### src/rtl/iml_pkg.sv
// Shared constants, types and codes for the interval map range table.
package iml_pkg;

	localparam int ENTRIES    = 64;
	localparam int KEY_BITS   = 32;
	localparam int VALUE_BITS = 8;
	localparam int CNT_W      = $clog2(ENTRIES + 1);
	localparam int SPAN_W     = CNT_W + 1;

	localparam logic [2:0] ADDR_DEFAULT = 3'd0;

	typedef logic [KEY_BITS-1:0]   key_t;
	typedef logic [VALUE_BITS-1:0] val_t;
	typedef logic [CNT_W-1:0]      cnt_t;
	typedef logic [SPAN_W-1:0]     span_t;

	typedef enum logic [1:0] {
		OP_ASSIGN = 2'd0,
		OP_LOOKUP = 2'd1
	} op_code_t;

	typedef enum logic [2:0] {
		ST_IDLE,
		ST_CMP,
		ST_CALC,
		ST_DECIDE,
		ST_SHIFT,
		ST_INSERT,
		ST_DONE
	} state_t;

	typedef enum logic [2:0] {
		CELL_HOLD,
		CELL_CAPTURE,
		CELL_PULL_HI,
		CELL_PULL_LO,
		CELL_LOAD
	} cell_cmd_t;

	typedef struct packed {
		cell_cmd_t cmd;
		key_t      cmp_lt;
		key_t      cmp_le;
		key_t      ld_key;
		val_t      ld_val;
	} cell_ctrl_t;

	typedef struct packed {
		logic lt;
		logic le;
	} cell_flags_t;

endpackage

### src/rtl/iml_cell.sv
// One breakpoint cell: holds a key and value, compares, and shifts to neighbors.
module iml_cell
	import iml_pkg::*;
(
	input  logic        clk,
	input  cell_ctrl_t  ctrl,
	input  logic        valid,
	input  key_t        lo_key,
	input  val_t        lo_val,
	input  key_t        hi_key,
	input  val_t        hi_val,
	output key_t        key,
	output val_t        val,
	output cell_flags_t flags
);

	key_t        key_q;
	val_t        val_q;
	cell_flags_t flags_q;

	always_ff @(posedge clk) begin
		case (ctrl.cmd)
			CELL_CAPTURE: begin
				flags_q.lt <= valid && (key_q < ctrl.cmp_lt);
				flags_q.le <= valid && (key_q <= ctrl.cmp_le);
			end
			CELL_PULL_HI: begin
				key_q <= hi_key;
				val_q <= hi_val;
			end
			CELL_PULL_LO: begin
				key_q <= lo_key;
				val_q <= lo_val;
			end
			CELL_LOAD: begin
				key_q <= ctrl.ld_key;
				val_q <= ctrl.ld_val;
			end
			default: begin
			end
		endcase
	end

	assign key   = key_q;
	assign val   = val_q;
	assign flags = flags_q;

endmodule

### config.mk
export PLATFORM = sky130hd
export DESIGN_NAME = iml_cell
export DESIGN_NICKNAME = d
export VERILOG_FILES = /design/src/rtl/iml_pkg.sv /design/src/rtl/iml_cell.sv
export SDC_FILE = /design/constraint.sdc
export NUM_CORES = 1
export LEC_CHECK = 0
export BUFFER_PORTS_ARGS = -buffer_cell sky130_fd_sc_hd__buf_2
export CELL_PAD_IN_SITES_DETAIL_PLACEMENT = 0
export CELL_PAD_IN_SITES_GLOBAL_PLACEMENT = 1
export CORE_ASPECT_RATIO = 1.25
export CORE_MARGIN = 8
export CORE_UTILIZATION = 30
export CTS_BUF_LIST = sky130_fd_sc_hd__clkbuf_8
export DETAILED_ROUTE_END_ITERATION = 12
export PLACE_DENSITY_LB_ADDON = 0.15
export SLEW_MARGIN = 40
export SYNTH_ARGS = -nofsm -noshare
export SYNTH_HDL_FRONTEND = slang
export SYNTH_SLANG_ARGS = --single-unit
### constraint.sdc
create_clock -name clk -period 3.5 [get_ports clk]
set_input_delay 0.7 -clock clk [delete_from_list [all_inputs] [get_ports clk]]
set_output_delay 0.7 -clock clk [all_outputs]
set_load 0.03 [all_outputs]
==> impl_metrics.env, run 1 <==
export IMPL_status="finished, final reports clean"
export IMPL_swShare=0.3574
export IMPL_finalSetupTns_ns=0
export IMPL_min_path_cells=3
export IMPL_antenna_found_initial=0
export IMPL_clockBufferDepth=2
export IMPL_p_leak_nw=2.757
export IMPL_finalSetupViolCount=0
export IMPL_die_area_um2=15530
export IMPL_crit_fanout=3
export IMPL_layout_common_cells="buf_2, nand2_1, inv_1, ha_1, edfxtp_1"
export IMPL_power_per_cell_area_nw_per_um2=314.3
export IMPL_fp_dieW_um=113.1
export IMPL_clockPowerShare=0.199
export IMPL_maxSlewViolCount=0
export IMPL_wl_mm=12.54
export IMPL_cts_tree="built"
export IMPL_yosysSeqAreaShare=0.3568
export IMPL_fin_area_um2=4967
export IMPL_ys_ff_latch=42
export IMPL_fp_dieH_um=137.4
export IMPL_nets=883
export IMPL_rr_endpoint="flags[1]"
export IMPL_avgViaCountPerCell=4.662
export IMPL_endpoint_kind="register"
export IMPL_drtAntennaViolNets=0
export IMPL_p_int_mw=1.003
export IMPL_core_area_um2=11560
export IMPL_hold_end="key[14]"
export IMPL_slowest_stage="or4_1"
export IMPL_slew_headroom=0.6216
export IMPL_synth_nets=655
export IMPL_grt_max_degree=42
export IMPL_cp_depth=8
export IMPL_drc_errors=0
export IMPL_finalClockSkew_ns=0.008106
export IMPL_r2r_start="key[14]"
export IMPL_rsz0062_at_grt="false"
export IMPL_cp_data_required_time_ns=3.56
export IMPL_syn_area_per_cell_um2=8.771
export IMPL_max_cap_viol_count=0
export IMPL_clkSlewWorstSetupHoldPaths_ns=0.09
export IMPL_port_buffers=230
export IMPL_start_util=0.3057
export IMPL_placementRows=44
export IMPL_power_switching_mw=0.5580
export IMPL_seqPwrFrac=0.424
export IMPL_drt_iter0_markers=124
export IMPL_period_needed_ns=2.248
export IMPL_first_global_vias=4013
export IMPL_r2r_slack_ns=1.28
export IMPL_worst_slack_ns=1.252
export IMPL_clock_sinks=42
export IMPL_root_buffer="clkbuf_8"
export IMPL_clock_latency_ns=0.31
export IMPL_dp_slack_ns=0.8874
export IMPL_finalCritPeriodShare=0.6424
export IMPL_path_class="input port to register"
export IMPL_timing_hold_violations_final=0
export IMPL_critPathTopFamily="simple AND/OR/NAND/NOR gates"
export IMPL_vias=3590
export IMPL_final_core_util=0.4297
export IMPL_yosysUniqueCellTypes=34
export IMPL_total_power_mw=1.561
export IMPL_postCtsSetupBuffers=0
export IMPL_tightest_slew_ns=0.5663
export IMPL_pin_count=231
export IMPL_async_reset_ff_frac=0
export IMPL_peakVddDrop_mv=0.1447
export IMPL_crit_chain="buf_2 > inv_1 > ha_1 > and4_1 > nand2_1 > or4_1 > a311oi_1 > nor3_1"
export IMPL_postCtsHoldBufs=0
export IMPL_grt_use_total=0.1574
export IMPL_cts_resized=0
export IMPL_syn_inst=403
export IMPL_combinationalPowerShare=0.377
export IMPL_synth_edf_count=42
export IMPL_synth_ff_type="edfxtp_1"
export IMPL_yosysWarnings=0
export IMPL_path_buf_inv=2
export IMPL_fillers=1220
export IMPL_antenna_cells=0
export IMPL_max_freq_ghz=0.4448
export IMPL_place_area_um2=4882
export IMPL_hp_start="hi_key[14]"
export IMPL_hp_class="input port to register"
export IMPL_gp_congestion=0.7651
export IMPL_layout_commonest_cell="buf_2"
export IMPL_dp_hpwl_mm=10.84
export IMPL_drive_gt1_frac=0.3908
export IMPL_worstRegToRegCells=6
export IMPL_max_stage_delay_ns=0.54
export IMPL_h_tree_depth=2
export IMPL_wl_per_cell_um=16.29
export IMPL_cts_buffers=5
export IMPL_drt_pass1_iter_count=4
export IMPL_critical_path_arrival_ns=2.31
export IMPL_grt_overflow=0
export IMPL_syn_to_final_growth_pct=40.53
export IMPL_synth_area_um2=3535
export IMPL_grt_first_pass_wirelength_mm=19.31
export IMPL_worstSetupStartpointType="input port"
[power by group through the flow]
stage / Combinational [mW] / Clock, mW / Sequential (mW)
detailed placement: 0.595 / 0 / 0.676
finish: 0.588 / 0.311 / 0.662
CTS: 0.599 / 0.319 / 0.665
global route: 0.665 / 0.334 / 0.671
floorplan: 0.245 / 0 / 0.771
global placement: 0.580 / 0 / 0.675
[state kept, by name (all words and copies together) (netlist names)]
signal	flops
flags	2
key	32
val	8
[metal layers]
layer | track usage | wire length (um) | up-vias
li1 | - | - | 1888
met5 | 0 | 0 | -
met3 | 0.05088 | 955 | 11
met4 | 0.04822 | 168 | 0
met2 | 0.3045 | 6798 | 119
met1 | 0.1557 | 4621 | 1572
[cell families after synthesis]
group	count (synthesis)	synth area share
AOI/OAI and AO/OA	87	0.1703
adders and majority gates	63	0.2230
and+or+nand+nor	134	0.1681
DFF	42	0.3568
buffers and inverters	77	0.08177
[tightest hold or removal path: stages]
cell and delay [ns]:
buf_2 0.07, nand2_1 0.04, nand2_1 0.05
[cell usage after synthesis (all sizes together), types with 5 or more instances]
library cell | number | area (um2)
o21ai | 5 | 25.02
nor2 | 5 | 18.77
and4 | 5 | 45.04
nand4 | 6 | 37.54
a22oi | 40 | 300.3
a21o | 6 | 45.04
a21oi | 20 | 100.1
clkbuf | 13 | 48.80
edfxtp | 42 | 1261
ha | 63 | 788.3
nand3 | 8 | 40.04
inv | 64 | 240.2
nand2 | 95 | 356.6
[through the flow]
step | hold slack, ns | instances
after floorplan | 0.8817 | 403
after global placement | 0.9007 | 760
after detailed placement | 0.8995 | 762
after CTS | 0.6460 | 770
after global routing | 0.6429 | 770
final | 0.6543 | 770
[worst max path at each step]
stage	from	endpoint	slack, ns
floorplan	ctrl[105]	key[0]	0.82
global placement	ctrl[54]	flags[0]	0.92
detailed placement	ctrl[106]	val[4]	0.89
CTS	ctrl[106]	val[4]	1.22
global route	key[14]	flags[0]	1.04
finish	ctrl[86]	flags[1]	1.25
[layout make-up]
cell class	instances	area, um2	area share
clock buffers	5	68.82	0.01385
well taps	138	172.7	0.03476
clock inverters	3	12.51	0.002519
multi-input cells	284	2003	0.4033
repair buffers	234	1209	0.2433
flip-flops and latches	42	1261	0.2539
inverters	64	240.2	0.04836
(Power assumes the default switching activity.)
==> inputs of run 2 (changes only) <==
--- a/config.mk
+++ b/config.mk
@@ -10,7 +10,7 @@
 export CELL_PAD_IN_SITES_GLOBAL_PLACEMENT = 1
 export CORE_ASPECT_RATIO = 1.25
 export CORE_MARGIN = 8
-export CORE_UTILIZATION = 30
+export CORE_UTILIZATION = 27
 export CTS_BUF_LIST = sky130_fd_sc_hd__clkbuf_8
 export DETAILED_ROUTE_END_ITERATION = 12
 export PLACE_DENSITY_LB_ADDON = 0.15
==> constraint.sdc (replaced) <==
create_clock -name clk -period 2 [get_ports clk]
set_input_delay 0.4 -clock clk [delete_from_list [all_inputs] [get_ports clk]]
set_output_delay 0.4 -clock clk [all_outputs]
set_load 0.03 [all_outputs]
==> impl_metrics.env, run 2 (synthesis gave the netlist of run 1 again) <==
export IMPL_drtAntennaViolNets=0
export IMPL_startpoint="key[14]"
export IMPL_syn_to_final_growth_pct=50.97
export IMPL_first_global_vias=4127
export IMPL_gp_congestion=0.7838
export IMPL_worstSetupStartpointType="register"
export IMPL_path_buf_inv=0
export IMPL_slowest_stage="edfxtp_1"
export IMPL_hp_class="input port to register"
export IMPL_postCtsHoldBufs=0
export IMPL_pin_count=231
export IMPL_drt_iter0_markers=84
export IMPL_endpoint_kind="register"
export IMPL_fillers=1350
export IMPL_place_area_um2=5185
export IMPL_seq_area_um2=1261
export IMPL_die_area_um2=17030
export IMPL_drt_pass1_iter_count=4
export IMPL_rsz0062_at_grt="true"
export IMPL_max_freq_ghz=0.4989
export IMPL_critical_path_arrival_ns=2.07
export IMPL_grt_use_total=0.1498
export IMPL_fp_dieW_um=118.3
export IMPL_clkSlewWorstSetupHoldPaths_ns=0.09
export IMPL_r2r_slack_ns=-0.004
export IMPL_crit_chain="ha_4 > and4_4 > nand2_2 > or4_4 > a311oi_2 > nor3_1"
export IMPL_worst_slack_ns=-0.004278
export IMPL_finalCritPeriodShare=1.002
export IMPL_crit_fanout=3
export IMPL_maxSlewViolCount=0
export IMPL_clock_latency_ns=0.30
export IMPL_critPathTopFamily="simple AND/OR/NAND/NOR gates"
export IMPL_dp_hpwl_mm=11.32
export IMPL_wl_mm=13.08
export IMPL_grt_first_pass_wirelength_mm=20.31
export IMPL_setup_worst_path_end="flags[1]"
export IMPL_layout_common_cells="buf_2, nand2_1, inv_1, ha_1, edfxtp_1"
export IMPL_p_leak_nw=2.945
export IMPL_violations="setup timing"
export IMPL_nets=916
export IMPL_wl_per_cell_um=15.66
export IMPL_max_cap_viol_count=0
export IMPL_multiInputGateArea_um2=2064
export IMPL_slew_headroom=0.6183
export IMPL_port_buffers=230
export IMPL_rr_endpoint="flags[1]"
export IMPL_antenna_found_initial=3
export IMPL_clockBufferDepth=2
export IMPL_avgViaCountPerCell=4.489
export IMPL_cp_depth=6
export IMPL_layout_commonest_cell="buf_2"
export IMPL_cp_data_required_time_ns=2.06
export IMPL_max_stage_delay_ns=0.47
export IMPL_peakVddDrop_mv=0.2175
export IMPL_path_class="register to register"
export IMPL_root_buffer="clkbuf_8"
export IMPL_fin_area_um2=5336
export IMPL_drive_gt1_frac=0.4361
export IMPL_drc_errors=0
export IMPL_cts_tree="built"
export IMPL_final_core_util=0.4195
export IMPL_finalClockSkew_ns=0.008395
export IMPL_placementRows=46
export IMPL_timing_hold_violations_final=0
export IMPL_grt_max_degree=41
export IMPL_start_util=0.2779
export IMPL_status="finished with violations"
export IMPL_vias=3748
export IMPL_period_needed_ns=2.004
export IMPL_largest_reg_flops=32
export IMPL_grt_overflow=0
export IMPL_fp_dieH_um=143.9
export IMPL_core_area_um2=12720
export IMPL_h_tree_depth=2
export IMPL_clock_sinks=42
export IMPL_tightest_slew_ns=0.5713
export IMPL_cts_buffers=5
export IMPL_finalSetupViolCount=2
export IMPL_r2r_start="key[14]"
export IMPL_power_per_cell_area_nw_per_um2=537.2
export IMPL_worstRegToRegCells=6
run 2: layout make-up:
type	count	share of cell area
multi-input combinational	284	0.3869
sequential	42	0.2363
antenna	2	0.0009379
clock buffer	5	0.01290
timing repair buffer	267	0.2762
inverter	64	0.04502
clock inverter	3	0.002345
tap	168	0.03939
run 2: timing repair:
item / 4_1_cts / 5_1_grt
gates resized for setup: 10 / 2
pin swaps: 7 / 0
endpoints found under the setup margin: 2 / 2
buffers inserted: 1 / 1
run 2: worst reg2reg max path: cells and delay by family (launching register included):
| kind | cells | cell delay, ns |
|---|---|---|
| flops | 1 | 0.47 |
| compound gates | 1 | 0.21 |
| simple gates | 4 | 0.76 |
| fa+ha+maj | 1 | 0.31 |
run 2: per-layer routing:
layer  global-route usage  vias to the layer above  part of all wire
li1                     -                     1960                 -
met1               0.1545                     1664              0.37
met2               0.2868                      113              0.55
met3              0.04044                        9             0.065
met4              0.04865                        2             0.013
met5                    0                        -           0.00099
run 2: worst min-delay path by stage:
stage	cells past startpoint	from	end
6_report	3	hi_key[7]	key[7]
5_1_grt	3	hi_key[30]	key[30]
4_1_cts	3	hi_val[4]	val[4]
3_5_place_dp	3	hi_key[7]	key[7]
3_3_place_gp	3	hi_val[7]	val[7]
2_1_floorplan	2	hi_key[0]	key[0]
run 2: through the flow:
step                      hold slack, ns  cells  worst slack, ns  power (mW)   TNS [ns]
after CTS                         0.3432    832         -0.03333       2.916   -0.06206
after detailed placement          0.6676    824          -0.2676       2.332    -0.4999
after global routing              0.3508    835          -0.1243       3.086    -0.2158
final                             0.3565    835        -0.004278       2.867  -0.004742
after floorplan                   0.5817    403          -0.1063       1.782    -0.1063
after global placement            0.6652    823          -0.2016       2.307    -0.3665
run 2: power breakdown:
part	switching (mW)	total (mW)	internal (mW)
Combinational	0.635	1.16	0.528
Sequential	0.0635	1.15	1.09
Clock	0.317	0.552	0.236
Total	1.02	2.87	1.85
==> inputs of run 3 (changes only) <==
--- a/config.mk
+++ b/config.mk
@@ -18,3 +18,4 @@
 export SYNTH_ARGS = -nofsm -noshare
 export SYNTH_HDL_FRONTEND = slang
 export SYNTH_SLANG_ARGS = --single-unit
+export TNS_END_PERCENT = 5
==> impl_metrics.env, run 3 (synthesis gave the netlist of run 1 again) <==
export IMPL_status="finished with violations"
export IMPL_violations="setup timing"
export IMPL_clockBufferDepth=2
export IMPL_r2r_slack_ns=-0.003
export IMPL_drive_gt1_frac=0.4361
export IMPL_drt_pass1_iter_count=4
export IMPL_slowest_stage="edfxtp_1"
export IMPL_worstSetupStartpointType="register"
export IMPL_cts_tree="built"
export IMPL_first_global_vias=4127
export IMPL_fp_dieW_um=118.3
export IMPL_hold_worst_slack_ns=0.3566
export IMPL_critical_path_arrival_ns=2.07
export IMPL_fin_area_um2=5336
export IMPL_drc_errors=0
export IMPL_drt_iter0_markers=80
export IMPL_tightest_slew_ns=0.5713
export IMPL_p_leak_nw=2.945
export IMPL_port_buffers=230
export IMPL_worstRegToRegCells=6
export IMPL_dp_hpwl_mm=11.32
export IMPL_period_needed_ns=2.003
export IMPL_max_freq_ghz=0.4993
export IMPL_cts_buffers=5
export IMPL_worst_slack_ns=-0.002916
export IMPL_max_cap_viol_count=0
export IMPL_finalCritPeriodShare=1.001
export IMPL_finalSetupViolCount=2
export IMPL_h_tree_depth=2
export IMPL_timing_hold_violations_final=0
export IMPL_power_per_cell_area_nw_per_um2=537.1
export IMPL_rr_endpoint="flags[1]"
export IMPL_cp_depth=6
export IMPL_start_util=0.2779
export IMPL_slew_headroom=0.6183
export IMPL_crit_chain="ha_4 > and4_4 > nand2_2 > or4_4 > a311oi_2 > nor3_1"
export IMPL_endpoint_kind="register"
export IMPL_clock_sinks=42
export IMPL_min_path_cells=3
export IMPL_path_buf_inv=0
export IMPL_total_power_mw=2.866
export IMPL_max_stage_delay_ns=0.47
export IMPL_wl_mm=13.09
export IMPL_postCtsHoldBufs=0
export IMPL_core_area_um2=12720
export IMPL_fp_dieH_um=143.9
export IMPL_clkSlewWorstSetupHoldPaths_ns=0.09
export IMPL_fin_cells=835
export IMPL_r2r_start="key[14]"
export IMPL_grt_max_degree=41
export IMPL_finalClockSkew_ns=0.007906
export IMPL_path_class="register to register"
export IMPL_place_area_um2=5185
export IMPL_post_place_cells=824
export IMPL_critPathTopFamily="simple AND/OR/NAND/NOR gates"
export IMPL_placementRows=46
export IMPL_layout_commonest_cell="buf_2"
export IMPL_hp_start="hi_key[7]"
export IMPL_die_area_um2=17030
export IMPL_avgViaCountPerCell=4.492
export IMPL_hold_end="key[7]"
export IMPL_finalSetupTns_ns=-0.003928
export IMPL_wl_per_cell_um=15.68
export IMPL_pin_count=231
export IMPL_drtAntennaViolNets=0
export IMPL_vias=3751
export IMPL_cp_data_required_time_ns=2.06
export IMPL_peakVddDrop_mv=0.2175
export IMPL_crit_fanout=3
export IMPL_hp_class="input port to register"
export IMPL_grt_use_total=0.1498
export IMPL_layout_common_cells="buf_2, nand2_1, inv_1, ha_1, edfxtp_1"
export IMPL_nets=916
export IMPL_maxSlewViolCount=0
export IMPL_largest_reg_flops=32
export IMPL_grt_overflow=0
export IMPL_syn_to_final_growth_pct=50.97
export IMPL_grt_first_pass_wirelength_mm=20.31
export IMPL_rsz0062_at_grt="true"
export IMPL_gp_congestion=0.7838
export IMPL_clock_latency_ns=0.30
export IMPL_antenna_found_initial=3
export IMPL_root_buffer="clkbuf_8"
## run 3: timing repair
action                                  4_1_cts  5_1_grt
endpoints found under the setup margin        2        2
resized for setup                            10        2
buffers inserted                              1        1
hold endpoints to repair                      0        0
gates cloned                                  0        0
pin swaps                                     7        0
## run 3: per-stage QoR
step / worst slack (ns) / util
after floorplan: -0.1063 / -
after global placement: -0.2016 / 0.4055
after detailed placement: -0.2676 / 0.4076
after CTS: -0.03333 / 0.4176
after global routing: -0.1243 / 0.4195
final: -0.002916 / 0.4195
## run 3: worst max path at each step
stage	from	endpoint
after floorplan	key[11]	flags[1]
after global placement	ctrl[71]	flags[0]
after detailed placement	ctrl[71]	flags[0]
after CTS	key[25]	flags[0]
after global routing	key[25]	flags[0]
final	key[14]	flags[1]
## run 3: final cells by class
| cell class | instances | area, um2 |
|---|---|---|
| Multi-Input combinational cell | 284 | 2064 |
| Timing Repair Buffer | 267 | 1474 |
| Tap cell | 168 | 210.2 |
| Clock buffer | 5 | 68.82 |
| Clock inverter | 3 | 12.51 |
| Inverter | 64 | 240.2 |
| Fill cell | 1350 | 7383 |
| Sequential cell | 42 | 1261 |
| Antenna cell | 2 | 5.005 |
## run 3: routing by layer
| metal | global-route usage | share of wire | up-vias |
|---|---|---|---|
| met5 | 0 | 0.00099 | - |
| li1 | - | - | 1960 |
| met1 | 0.1545 | 0.37 | 1669 |
| met3 | 0.04044 | 0.061 | 9 |
| met2 | 0.2868 | 0.55 | 111 |
| met4 | 0.04865 | 0.013 | 2 |
## run 3: power by group
part	switching, mW	leakage (nW)	internal, mW
combinational	0.635	2.50	0.528
sequential	0.0636	0.397	1.09
clock	0.316	0.0468	0.236
total	1.01	2.94	1.85
## run 3: tightest hold or removal path, delay by kind of cell
kind | cells | cell delay (ns)
AND/OR/NAND/NOR | 2 | 0.09
buffers and inverters | 1 | 0.07
